**src/hdl/xesc_pkg.sv**
```systemverilog
`default_nettype none
package xesc_pkg;

    // Kinds of work handed from the front to the back
    localparam logic [1:0] K_BYTE = 2'd0;
    localparam logic [1:0] K_END  = 2'd1;
    localparam logic [1:0] K_ENT  = 2'd2;

    // Entity codes
    localparam logic [2:0] E_LT   = 3'd0;
    localparam logic [2:0] E_GT   = 3'd1;
    localparam logic [2:0] E_AMP  = 3'd2;
    localparam logic [2:0] E_APOS = 3'd3;
    localparam logic [2:0] E_QUOT = 3'd4;

    // Character codes
    localparam logic [7:0] C_TAB   = 8'h09;
    localparam logic [7:0] C_LF    = 8'h0A;
    localparam logic [7:0] C_VT    = 8'h0B;
    localparam logic [7:0] C_FF    = 8'h0C;
    localparam logic [7:0] C_CR    = 8'h0D;
    localparam logic [7:0] C_BS    = 8'h08;
    localparam logic [7:0] C_ESC   = 8'h1B;
    localparam logic [7:0] C_SPACE = 8'h20;
    localparam logic [7:0] C_QUOT  = 8'h22;
    localparam logic [7:0] C_AMP   = 8'h26;
    localparam logic [7:0] C_APOS  = 8'h27;
    localparam logic [7:0] C_SEMI  = 8'h3B;
    localparam logic [7:0] C_LT    = 8'h3C;
    localparam logic [7:0] C_GT    = 8'h3E;
    localparam logic [7:0] C_A     = 8'h61;
    localparam logic [7:0] C_G     = 8'h67;
    localparam logic [7:0] C_L     = 8'h6C;
    localparam logic [7:0] C_M     = 8'h6D;
    localparam logic [7:0] C_O     = 8'h6F;
    localparam logic [7:0] C_P     = 8'h70;
    localparam logic [7:0] C_Q     = 8'h71;
    localparam logic [7:0] C_S     = 8'h73;
    localparam logic [7:0] C_T     = 8'h74;
    localparam logic [7:0] C_U     = 8'h75;

    // One classified request: a plain byte, an entity code or an end marker
    typedef struct packed {
        logic [1:0] kind;
        logic [7:0] data;
    } t_op;

    // Index of the last character of an entity
    function automatic logic [2:0] ent_last(input logic [2:0] code);
        logic [2:0] r;
        case (code)
            E_LT, E_GT:     r = 3'd3;
            E_AMP:          r = 3'd4;
            default:        r = 3'd5;
        endcase
        return r;
    endfunction

    // Character of an entity at a position
    function automatic logic [7:0] ent_byte(input logic [2:0] code, input logic [2:0] idx);
        logic [7:0] r;
        r = C_SEMI;
        if (idx == 3'd0) begin
            r = C_AMP;
        end else if (idx == ent_last(code)) begin
            r = C_SEMI;
        end else begin
            case (code)
                E_LT:    r = (idx == 3'd1) ? C_L : C_T;
                E_GT:    r = (idx == 3'd1) ? C_G : C_T;
                E_AMP:   r = (idx == 3'd1) ? C_A : ((idx == 3'd2) ? C_M : C_P);
                E_APOS: begin
                    case (idx)
                        3'd1:    r = C_A;
                        3'd2:    r = C_P;
                        3'd3:    r = C_O;
                        default: r = C_S;
                    endcase
                end
                default: begin
                    case (idx)
                        3'd1:    r = C_Q;
                        3'd2:    r = C_U;
                        3'd3:    r = C_O;
                        default: r = C_T;
                    endcase
                end
            endcase
        end
        return r;
    endfunction

endpackage
`default_nettype wire

```
**src/hdl/xml_escape_whitespace_collapse_unit.sv**
```systemverilog
// XML text escaper with whitespace collapsing.
// Input stream: one byte of text per request on s_axis_tdata, or an end of
// string marker with s_axis_tlast high (tdata then ignored). Output stream:
// one byte per request on m_axis_tdata; m_axis_tlast marks the last byte
// produced by one input request, m_axis_tuser marks the end of string
// result (tdata zero). Leading whitespace, CR, FF, BS and ESC give no
// output; blank runs give one space; the five XML specials expand to
// entities of 4 to 6 bytes.
// A request accepted by the front is written into the queue, then loaded
// from the queue head into the output register, from which its first byte
// is taken.
// Throughput: one input per cycle while each gives at most one byte and
// m_axis_tready is high; the back end emits entities one byte per cycle
// as the front goes on filling the queue. The queue (QUEUE_DEPTH entries)
// absorbs short bursts, and s_axis_tready falls only when it is full. A
// stall on m_axis_tready holds the output register and fills the queue.
// Reset empties the queue and the output register and returns the
// string state to "at start of string".
`default_nettype none
module xml_escape_whitespace_collapse_unit #(
    parameter int QUEUE_DEPTH = 4
) (
    input  wire logic        i_clk,
    input  wire logic        i_rst_n,
    input  wire logic        s_axis_tvalid,
    output logic             s_axis_tready,
    input  wire logic [7:0]  s_axis_tdata,   // [7:0] char_byte
    input  wire logic        s_axis_tlast,   // string_end
    output logic             m_axis_tvalid,
    input  wire logic        m_axis_tready,
    output logic [7:0]       m_axis_tdata,   // [7:0] out_byte
    output logic             m_axis_tlast,   // run_last
    output logic             m_axis_tuser    // end_mark
);
    import xesc_pkg::*;

    t_op  w_op, w_head;
    logic w_push, w_pop, w_nonempty, w_full;

    assign s_axis_tready = !w_full;

    xesc_front u_front (
        .i_clk    (i_clk),
        .i_rst_n  (i_rst_n),
        .i_valid  (s_axis_tvalid),
        .i_char   (s_axis_tdata),
        .i_end    (s_axis_tlast),
        .i_accept (s_axis_tready),
        .o_op     (w_op),
        .o_push   (w_push)
    );

    xesc_queue #(.DEPTH(QUEUE_DEPTH)) u_queue (
        .i_clk      (i_clk),
        .i_rst_n    (i_rst_n),
        .i_push     (w_push),
        .i_op       (w_op),
        .i_pop      (w_pop),
        .o_head     (w_head),
        .o_nonempty (w_nonempty),
        .o_full     (w_full)
    );

    xesc_back u_back (
        .i_clk      (i_clk),
        .i_rst_n    (i_rst_n),
        .i_head     (w_head),
        .i_nonempty (w_nonempty),
        .o_pop      (w_pop),
        .o_valid    (m_axis_tvalid),
        .i_ready    (m_axis_tready),
        .o_byte     (m_axis_tdata),
        .o_last     (m_axis_tlast),
        .o_end      (m_axis_tuser)
    );

endmodule
`default_nettype wire

```
**src/hdl/xesc_front.sv**
```systemverilog
`default_nettype none
module xesc_front (
    input  wire logic          i_clk,
    input  wire logic          i_rst_n,
    input  wire logic          i_valid,
    input  wire logic [7:0]    i_char,
    input  wire logic          i_end,
    input  wire logic          i_accept,
    output xesc_pkg::t_op      o_op,
    output logic               o_push
);
    import xesc_pkg::*;

    logic r_start, n_start;
    logic r_run,   n_run;

    // Classify the byte and advance the string state
    always_comb begin
        n_start = r_start;
        n_run   = r_run;
        o_op    = '{kind: K_BYTE, data: i_char};
        o_push  = 1'b0;
        if (i_end) begin
            n_start = 1'b1;
            n_run   = 1'b0;
            o_op    = '{kind: K_END, data: 8'h00};
            o_push  = 1'b1;
        end else if (r_start && (i_char == C_SPACE || (i_char >= C_TAB && i_char <= C_CR))) begin
            // drop leading whitespace
            o_push = 1'b0;
        end else begin
            n_start = 1'b0;
            unique case (i_char) inside
                C_LT: begin
                    n_run = 1'b0; o_push = 1'b1; o_op = '{kind: K_ENT, data: {5'd0, E_LT}};
                end
                C_GT: begin
                    n_run = 1'b0; o_push = 1'b1; o_op = '{kind: K_ENT, data: {5'd0, E_GT}};
                end
                C_AMP: begin
                    n_run = 1'b0; o_push = 1'b1; o_op = '{kind: K_ENT, data: {5'd0, E_AMP}};
                end
                C_APOS: begin
                    n_run = 1'b0; o_push = 1'b1; o_op = '{kind: K_ENT, data: {5'd0, E_APOS}};
                end
                C_QUOT: begin
                    n_run = 1'b0; o_push = 1'b1; o_op = '{kind: K_ENT, data: {5'd0, E_QUOT}};
                end
                C_CR, C_FF, C_BS, C_ESC: begin
                    o_push = 1'b0;
                end
                C_SPACE, C_TAB, C_LF: begin
                    // one space per blank run
                    o_push = !r_run;
                    n_run  = 1'b1;
                    o_op   = '{kind: K_BYTE, data: C_SPACE};
                end
                default: begin
                    n_run  = 1'b0;
                    o_push = 1'b1;
                end
            endcase
        end
        o_push = o_push && i_valid && i_accept;
    end

    // Hold string state; update on accepted requests
    always_ff @(posedge i_clk) begin
        if (!i_rst_n) begin
            r_start <= 1'b1;
            r_run   <= 1'b0;
        end else if (i_valid && i_accept) begin
            r_start <= n_start;
            r_run   <= n_run;
        end
    end

endmodule
`default_nettype wire

```
**src/hdl/xesc_queue.sv**
```systemverilog
`default_nettype none
module xesc_queue #(
    parameter int DEPTH = 4
) (
    input  wire logic          i_clk,
    input  wire logic          i_rst_n,
    input  wire logic          i_push,
    input  wire xesc_pkg::t_op i_op,
    input  wire logic          i_pop,
    output xesc_pkg::t_op      o_head,
    output logic               o_nonempty,
    output logic               o_full
);
    import xesc_pkg::*;

    localparam int PW = (DEPTH > 1) ? $clog2(DEPTH) : 1;
    localparam int CW = $clog2(DEPTH + 1);
    localparam logic [PW-1:0] PTR_MAX = PW'(DEPTH - 1);

    t_op            r_mem [DEPTH];
    logic [PW-1:0]  r_wr, r_rd;
    logic [CW-1:0]  r_cnt;
    logic           w_push, w_pop;

    assign o_nonempty = (r_cnt != '0);
    assign o_full     = (r_cnt == CW'(DEPTH));
    assign o_head     = r_mem[r_rd];
    assign w_push     = i_push && !o_full;
    assign w_pop      = i_pop && o_nonempty;

    // Store entries
    always_ff @(posedge i_clk) begin
        if (w_push) begin
            r_mem[r_wr] <= i_op;
        end
    end

    // Advance pointers and count
    always_ff @(posedge i_clk) begin
        if (!i_rst_n) begin
            r_wr  <= '0;
            r_rd  <= '0;
            r_cnt <= '0;
        end else begin
            if (w_push) begin
                r_wr <= (r_wr == PTR_MAX) ? '0 : r_wr + 1'b1;
            end
            if (w_pop) begin
                r_rd <= (r_rd == PTR_MAX) ? '0 : r_rd + 1'b1;
            end
            case ({w_push, w_pop})
                2'b10:   r_cnt <= r_cnt + 1'b1;
                2'b01:   r_cnt <= r_cnt - 1'b1;
                default: r_cnt <= r_cnt;
            endcase
        end
    end

endmodule
`default_nettype wire

```
**src/hdl/xesc_back.sv**
```systemverilog
`default_nettype none
module xesc_back (
    input  wire logic          i_clk,
    input  wire logic          i_rst_n,
    input  wire xesc_pkg::t_op i_head,
    input  wire logic          i_nonempty,
    output logic               o_pop,
    output logic               o_valid,
    input  wire logic          i_ready,
    output logic [7:0]         o_byte,
    output logic               o_last,
    output logic               o_end
);
    import xesc_pkg::*;

    logic       r_valid;
    logic [2:0] r_idx;
    logic [7:0] r_byte, n_byte;
    logic       r_last, n_last;
    logic       r_end,  n_end;
    logic       w_load;

    // Pick the next result byte from the queue head
    always_comb begin
        n_byte = i_head.data;
        n_last = 1'b1;
        n_end  = 1'b0;
        case (i_head.kind)
            K_END: begin
                n_byte = 8'h00;
                n_end  = 1'b1;
            end
            K_ENT: begin
                n_byte = ent_byte(i_head.data[2:0], r_idx);
                n_last = (r_idx == ent_last(i_head.data[2:0]));
            end
            default: begin
                n_byte = i_head.data;
            end
        endcase
    end

    assign w_load  = i_nonempty && (!r_valid || i_ready);
    assign o_pop   = w_load && n_last;
    assign o_valid = r_valid;
    assign o_byte  = r_byte;
    assign o_last  = r_last;
    assign o_end   = r_end;

    // Hold output until taken; step through entity characters
    always_ff @(posedge i_clk) begin
        if (!i_rst_n) begin
            r_valid <= 1'b0;
            r_idx   <= '0;
        end else begin
            if (w_load) begin
                r_valid <= 1'b1;
                r_idx   <= n_last ? 3'd0 : r_idx + 3'd1;
            end else if (i_ready) begin
                r_valid <= 1'b0;
            end
        end
    end

    always_ff @(posedge i_clk) begin
        if (w_load) begin
            r_byte <= n_byte;
            r_last <= n_last;
            r_end  <= n_end;
        end
    end

endmodule
`default_nettype wire

```
**config.mk**
```make
export PLATFORM = sky130hd
export DESIGN_NAME = xml_escape_whitespace_collapse_unit
export DESIGN_NICKNAME = d
export VERILOG_FILES = /design/src/hdl/xesc_pkg.sv /design/src/hdl/xml_escape_whitespace_collapse_unit.sv /design/src/hdl/xesc_front.sv /design/src/hdl/xesc_queue.sv /design/src/hdl/xesc_back.sv
export SDC_FILE = /design/constraint.sdc
export NUM_CORES = 1
export LEC_CHECK = 0
export BUFFER_PORTS_ARGS = -buffer_cell sky130_fd_sc_hd__buf_2
export CORE_ASPECT_RATIO = 1.4
export CORE_MARGIN = 3
export CORE_UTILIZATION = 55
export CTS_BUF_LIST = sky130_fd_sc_hd__clkbuf_4 sky130_fd_sc_hd__clkbuf_8
export DETAILED_ROUTE_END_ITERATION = 7
export PLACE_DENSITY = 0.74
export SLEW_MARGIN = 30
export SYNTH_ARGS = -nofsm -noshare
export SYNTH_HDL_FRONTEND = slang
export SYNTH_SLANG_ARGS = --single-unit
```
**constraint.sdc**
```tcl
create_clock -name i_clk -period 3.68 [get_ports i_clk]
set_input_delay 0 -clock i_clk [delete_from_list [all_inputs] [get_ports i_clk]]
set_output_delay 0 -clock i_clk [all_outputs]
set_load 0.01 [all_outputs]
```
==> results of run 1 <==
-- through the flow --
step                      hold slack [ns]  area, um^2
after detailed placement            0.274        3370
final                              0.0436        3600
after CTS                          0.0243        3600
after floorplan                    0.0989        3210
after global placement              0.270        3370
after global routing               0.0286        3600
-- cell usage in the layout, fill, tap and decap left out, types with 3 or more instances in the layout --
| master | instances |
|---|---|
| sky130_fd_sc_hd__a21boi_0 | 4 |
| sky130_fd_sc_hd__a21o_1 | 3 |
| sky130_fd_sc_hd__a21oi_1 | 13 |
| sky130_fd_sc_hd__a22o_1 | 4 |
| sky130_fd_sc_hd__and2_1 | 11 |
| sky130_fd_sc_hd__buf_2 | 24 |
| sky130_fd_sc_hd__buf_4 | 3 |
| sky130_fd_sc_hd__clkbuf_8 | 9 |
| sky130_fd_sc_hd__dfxtp_1 | 14 |
| sky130_fd_sc_hd__edfxtp_1 | 50 |
| sky130_fd_sc_hd__ha_1 | 13 |
| sky130_fd_sc_hd__inv_1 | 14 |
| sky130_fd_sc_hd__mux2i_1 | 6 |
| sky130_fd_sc_hd__mux4_1 | 3 |
| sky130_fd_sc_hd__mux4_2 | 7 |
| sky130_fd_sc_hd__nand2_1 | 19 |
| sky130_fd_sc_hd__nand3_1 | 7 |
| sky130_fd_sc_hd__nand3b_1 | 3 |
| sky130_fd_sc_hd__nor2_1 | 12 |
| sky130_fd_sc_hd__nor2b_1 | 6 |
| sky130_fd_sc_hd__nor3_1 | 4 |
| sky130_fd_sc_hd__nor3b_1 | 4 |
| sky130_fd_sc_hd__o211ai_1 | 5 |
| sky130_fd_sc_hd__o21ai_0 | 8 |
| sky130_fd_sc_hd__o22ai_1 | 3 |
-- kinds of logic (layout without fill, tap and decap cells) --
group,count (synthesis),after routing,synth area share [%]
and+or+nand+nor,78,78,13.4
DFF,65,65,56.1
AOI/OAI and AO/OA,52,52,11.1
buffers and inverters,27,58,3.74
muxes,16,16,9.23
adders and majority gates,14,14,5.69
xor gates and xnor gates,3,3,0.818
-- layout make-up --
| cell class | instances | area share, % |
|---|---|---|
| multi-input combinational | 163 | 36.0 |
| inverter | 14 | 1.46 |
| tap | 68 | 2.36 |
| clock buffer | 10 | 3.64 |
| timing repair buffer | 28 | 4.23 |
| clock inverter | 6 | 2.29 |
| sequential | 65 | 50.0 |
-- sequential cells by signal, indices dropped and copies added, names as in the netlist, 2 cells and up, named ones only --
name and count:
u_back.o_byte 8, u_queue.r_cnt 3, u_queue.r_mem 40, u_queue.r_rd 2
u_back.r_idx 3, u_queue.r_wr 2
-- power by group through the flow --
stage	registers, mW	logic, mW	clock network (mW)
2_1_floorplan	1.11	0.676	0
3_5_place_dp	1.10	0.898	0
4_1_cts	1.08	0.905	0.659
3_3_place_gp	1.08	0.874	0
6_report	1.08	0.904	0.646
5_1_grt	1.10	1.01	0.691
-- repair_timing --
item                                   CTS  global route
setup buffers                            0             0
hold buffers                             1             0
endpoints found under the hold margin    1             0
gates resized for setup                  0             2
setup endpoints to repair                0             1
-- metal layers --
layer  vias up  routed length, um  part of all wire (%)  global-route usage, %
li1       1006                  -                     -                      -
met1       948               2260                    39                   20.4
met2        62               3190                    55                   33.8
met3         9                238                   4.1                   4.55
met4         0                121                   2.1                   11.3
met5         -                  0                     0                      0
-- worst min-delay path by stage --
stage,slack [ns],depth (start not counted),endpoint
after floorplan,0.1,0,u_queue.r_mem[0][8]
after global routing,0.03,1,u_queue.r_mem[2][8]
after global placement,0.27,4,u_back.o_valid
after CTS,0.02,1,u_queue.r_mem[0][8]
after detailed placement,0.27,4,u_back.o_valid
final,0.04,1,u_queue.r_mem[0][8]
==> results summary, run 1 <==
The min-delay analysis places its worst path in the category in -> reg. By area the synthesized netlist is led by sky130_fd_sc_hd__edfxtp_1 47%, sky130_fd_sc_hd__dfxtp_1 9.3%, sky130_fd_sc_hd__ha_1 5.1%, sky130_fd_sc_hd__mux4_2 4.9%, sky130_fd_sc_hd__mux4_1 2.5%. The total power draw is 2.63 mW. The final design utilization is 64.8%. At the placement stage, the worst setup path has a slack of 0.293 ns. The total overflow left after global routing is 0. The maximum clock rate is 302 MHz. The yosys synthesis warning count is 0. The placeable core region came out at 5570 um^2.

The first-pass GRT wire length came out at 9600 um. Ranked by instance count, the synthesized netlist is headed by 50 x sky130_fd_sc_hd__edfxtp_1, 19 x sky130_fd_sc_hd__nand2_1, 15 x sky130_fd_sc_hd__dfxtp_1, 14 x sky130_fd_sc_hd__inv_1. Entering global routing, the biggest net connects 18 pins.

The final worst clock skew came out at 0.0107 ns. The synthesized netlist contains 48 unique library cells. The clock tree from TritonCTS is yes.

After detailed routing, the average wire length per cell comes to 16.4 um. The final count of hold timing violations came to 0. The maximum ir drop on the vdd rail came out at 0.397 mV. Port buffering added 24 buffers.

The flow ran to the end, and the final reports show no timing, DRC or antenna violations. The register-to-register setup slack came out at 0.37 ns. The number of design rule violations left after detail routing came out at 0. The endpoint identified for the worst register-to-register timing path is u_queue.r_cnt[2].

For this design the ratio of total power to cell area is 730 nW/um^2. In this run, synthesis produced a sequential element count of 65. Registers are responsible for 41.1% of the overall power.

Among all flip-flop cells after synthesis, the most frequent one is sky130_fd_sc_hd__edfxtp_1. The power share of the clock group came out at 24.5%. The root buffer cell chosen for the clock tree is sky130_fd_sc_hd__clkbuf_8. The average footprint of a synthesized cell is 12.6 um^2.

The die area came out at 6810 um^2. The data arrival time of the critical path came out at 3.58 ns. Among cell families on the critical path, the largest total delay comes from multiplexers. The number of buffers created by CTS came out at 9. The area of the multi-input gates came out at 1300 um^2. Yosys instantiated no cell more often than sky130_fd_sc_hd__edfxtp_1. The switching power total is 0.843 mW.

The combinational share of power is 34.4%. The proportion of register bits with asynchronous set or reset after synthesis is 0%. The level count of the clock H-tree came out at 3. STA classifies the critical path endpoint as a register. The setup total negative slack came out at 0 ns. For this run, the slowest stage of the critical path takes 0.64 ns.

In this run the worst setup path terminates at u_queue.r_cnt[2]. The post-detailed-route via-to-cell ratio is 5.72. The HPWL after detailed placement is 4050 um. The total global routing track utilization came out at 18.9%. The relative area change from synthesis to final layout is 12.2%. The area taken by flip-flops and latches came out at 1800 um^2. The count of flip-flops with a built-in enable after synthesis came out at 50. The initial utilization of the core area, before any placement, comes to 57.7%. The total placed cells including tap cells came out at 337. Of the total power, the share spent switching nets is 32.0%. The number of clock sinks came out at 65.

The cell that appears most often on the critical path is sky130_fd_sc_hd__inv_1. The residual antenna-violating net count after detailed routing is 0. The worst slew margin relative to its limit came out at 52.0%. After synthesis, flip-flops and latches occupy 56.1% of the total area. Of the post-synthesis cell area, the dominant cell type holds 46.7%. The maximum clock path buffer count came out at 2. The overall die width came out at 70.6 um.

The post-synthesis instance area is 3210 um^2. The maximum fanout count along the critical path came out at 7. The startpoint-to-endpoint class of the critical path is reg -> reg.

Summed over all cells, the static leakage comes to 1.32 nW. The overall routed net length is 5810 um. For this design, the slowest cell found on the critical path is sky130_fd_sc_hd__mux4_1. The number of antenna violations at the first check in global routing came out at 0.

The worst setup margin is 0.372 ns. The floorplan row count came out at 32. The internal portion of the total power is 1.79 mW. The count of TritonRoute iterations in the first routing pass came out at 4.

The critical hold path startpoint is s_axis_tlast. The number of violations reported at the end of detailed-routing iteration 0 is 132. The sum of buffers and inverters on the critical path is 4. Pin placement for this block handled 25 I/O pins. The filler cells instantiated in the layout total 417. Excluding fillers, the count of instances in the completed layout stands at 354. The max capacitance violation total is 0.

The height of the die is 96.4 um. At the end of routability-driven placement, the weighted congestion stood at 0.803. The final cycle utilization of the critical path came out at 89.9%. Setup repair after global routing left no endpoint under its margin. The total inserted antenna cells is 0. STA classifies the critical path startpoint as a register. The worst-margin pin slew came out at 0.715 ns. The total stage count of the critical path is 13. The worst-case reg-to-reg path depth came out at 13. Setup violations remaining at the end of the flow were counted as 0.

The final layout net count is 308. The number of vias in the routed layout is 2,025. The clock input transition at the sequential cells of the worst setup and hold paths is 0.07 ns. The clock period could shrink to 3.31 ns. The signal on the critical path passes through buf_4 > mux4_1 > inv_1 > ha_1 > inv_1 > a2111o_1 > and2_1 > ha_1 > inv_1 > fa_1 > xor2_1 > or3_1 > a21boi_0. Summed over all instances, the cell type with the most area after synthesis is sky130_fd_sc_hd__edfxtp_1. Data on the critical path is required at its endpoint by 3.95 ns.

Synthesis produced a netlist whose cell count is 255. Cells with a size suffix above 1 make up 19.9% of the layout. The number of global-route vias before repair came to 2,028. The later-pin clock latency in the skew report is 0.34 ns. The max-slew violation total from the final report came out at 0. The synthesized net count is 282.
No activity file was read; power rests on OpenSTA's default activity.
==> inputs of run 2 (changes only) <==
==> constraint.sdc (replaced) <==
create_clock -name i_clk -period 3.68 [get_ports i_clk]
set_input_delay 0.184 -clock i_clk [delete_from_list [all_inputs] [get_ports i_clk]]
set_output_delay 0.184 -clock i_clk [all_outputs]
set_load 0.01 [all_outputs]
==> run 2 against run 1 <==
  * Clock power grew 24%
  * Register-to-register slack got worse by 0.03 ns
  * Wire length is 4.3% lower
  * First-iteration DRC count decreased by 9.1%
  * Worst hold slack improved by 0.076 ns
  * Sequential cell count unchanged
  * Sequential power barely moved
  * Global-route usage fell by 1.2 points
  * Die area unchanged
  * Setup slack lost 0.031 ns
  * Fmax decreased by 0.93%
  * Critical endpoint unchanged
  * Largest power group unchanged
==> results summary, run 2 (same netlist as run 1, synthesis figures left out) <==
The pre-CTS setup slack is 0.360 ns. In this run the horizontal extent of the chip is 70.6 um. The number of antenna violations at the first check in global routing came out at 0. The total placed cells including tap cells came out at 337. The height of the die is 96.4 um.

The first detailed-routing pass ran for 5 iterations. Measured on the finished design, the core utilization comes to 65.4%. Across all hold checks on the routed design, the worst slack comes to 0.120 ns. Counting flops per register, the top entry is u_queue.r_mem. The number of buffers created by CTS came out at 9. The largest net degree at the start of global routing is 18. The total of fill cells in the finished design is 420. Counting every sink on the clock net gives 65. The total global routing track utilization is 17.7%.

The number of vias in the routed layout is 2,047. In the global route stage, met2 resource usage came out at 32.5%. The post-detailed-route via-to-cell ratio came out at 5.80. The sum of buffers and inverters on the critical path came out at 1. Data on the critical path arrives at its endpoint at 3.61 ns. The design draws 2.77 mW.

The final count of hold timing violations came to 0. The area growth from synthesis to layout is 13.2%. Setup repair after global routing left no endpoint under its margin. The post-layout minimum cycle time came out at 3.34 ns.

Once layout is complete, the cells apart from fillers number 353. For this run, global-route usage on met3 was measured as 5.07%. Among all stages on the critical path, the largest delay is contributed by sky130_fd_sc_hd__mux4_2.

For this run, the slowest stage of the critical path takes 0.67 ns. TritonCTS built the clock tree. The overall routed net length came out at 5560 um. The initial utilization of the core area, before any placement, comes to 57.7%.

The count of instances resized after the clock tree is built is 0. The max-slew violation total from the final report came out at 0. The final cycle utilization of the critical path came out at 90.7%. The type of the worst min-delay path is in -> reg.

The average wire length per cell after detail routing came out at 15.8 um. The maximum clock rate is 299 MHz. In this run the standard cell core region covers 5570 um^2. The number of design rule violations left after detail routing came out at 0. The final RePlAce weighted congestion is 0.837. The power density relative to cell area is 760 nW/um^2. Walking the worst path, the cells encountered are mux4_2 > nor4b_1 > a2111o_1 > and2_1 > ha_1 > inv_1 > fa_1 > xor2_1 > or3_1 > a21boi_0. The worst-margin pin slew came out at 0.725 ns. The worst setup margin came out at 0.340 ns.

The overflow left after global routing is 0. Pin placement for this block handled 25 I/O pins. The number of global-route vias before repair came to 2,016. The count of buffers added on input and output ports is 24. The cell area after layout is 3640 um^2. The max capacitance violation total came out at 0. The cell area after placement came out at 3370 um^2. The leakage power figure is 1.33 nW.

The most common library cell in the layout ignoring fill and taps is sky130_fd_sc_hd__edfxtp_1. Clock-pin slew was measured on the worst setup and hold paths at 0.07 ns. The number of setup violations in the final report came out at 0. CTS built an H-tree with a depth of 3. The setup path with the least slack is of type reg -> reg.

Cells with a size suffix above 1 make up 19.3% of the layout. The sort of element at the end of the critical path is a register. For the final database, setup skew stands at 0.00932 ns. In the final timing run, aggregate negative setup slack is 0 ns. Row generation in the floorplan step produced 32 rows.

The worst setup path is launched from a register. Of all nets on the critical path, the largest fanout is 13. The register with the most flip-flops in the layout has 40 of them.

The clock passes through at most 2 buffers. At the worst endpoint, the required time is 3.95 ns. Clock latency on the worst-skew pair, taken at its later pin, is 0.34 ns. In this run the clock root is driven by a sky130_fd_sc_hd__clkbuf_8. The floorplan step defined a die boundary enclosing 6810 um^2. The worst slew margin relative to its limit came out at 51.4%. For this design, the CTS-stage hold fixing added 0 buffers.

The placed wire-length estimate is 3930 um. The maximum ir drop on the vdd rail is 0.390 mV. Once the clock tree was built, the setup fixing pass inserted 0 buffers. The total inserted antenna cells came out at 0.

The first-pass GRT wire length is 9130 um. The residual antenna-violating net count after detailed routing came out at 0. The flow ran to the end, and the final reports show no timing, DRC or antenna violations. Global routing used 18.9% of the available met1 tracks. The busiest layer in global routing is met2. In the layout the commonest cells are 50 x sky130_fd_sc_hd__edfxtp_1, 24 x sky130_fd_sc_hd__buf_2, 19 x sky130_fd_sc_hd__nand2_1, 15 x sky130_fd_sc_hd__dfxtp_1, 14 x sky130_fd_sc_hd__inv_1. The final layout net count is 307. In this design, the largest share of critical-path delay is due to simple AND/OR/NAND/NOR gates. The number of violations reported at the end of detailed-routing iteration 0 is 120.
run 2: power breakdown:
| group | leakage (nW) | internal (mW) | total (mW) | switching [mW] |
|---|---|---|---|---|
| Sequential | 0.593 | 1.01 | 1.07 | 0.0696 |
| Combinational | 0.608 | 0.396 | 0.891 | 0.496 |
| Clock | 0.131 | 0.520 | 0.801 | 0.281 |
| Total | 1.33 | 1.92 | 2.77 | 0.847 |
run 2: routing by layer:
layer  vias to the layer above  share of wire [%]
li1                       1001                  -
met3                        13                5.3
met2                        68                 53
met1                       965                 39
met4                         0                2.4
met5                         -                  0
run 2: path summary, 6_finish.rpt:
kind	start	to	slack (ns)	depth (start not counted)
hold reg to reg	u_front.r_start	u_front.r_start	0.49	1
setup reg to reg	register	u_queue.r_cnt[2]	0.34	10
hold / removal	m_axis_tready	u_back.o_valid	0.12	4
setup / recovery	register	u_queue.r_cnt[2]	0.34	10
run 2: cell type report:
type | count | area, um^2 | area share (%)
Sequential cell | 65 | 1800 | 49.5
Multi-Input combinational cell | 163 | 1290 | 35.5
Clock inverter | 7 | 141 | 3.89
Timing Repair Buffer | 27 | 143 | 3.92
Inverter | 14 | 52.6 | 1.44
Clock buffer | 9 | 124 | 3.40
Tap cell | 68 | 85.1 | 2.34
run 2: tightest hold or removal path: cells and delay by family:
| kind | cells | cell delay, ns |
|---|---|---|
| AO/OA/AOI/OAI | 1 | 0.07 |
| buffers and inverters | 2 | 0.11 |
| AND/OR/NAND/NOR | 1 | 0.04 |
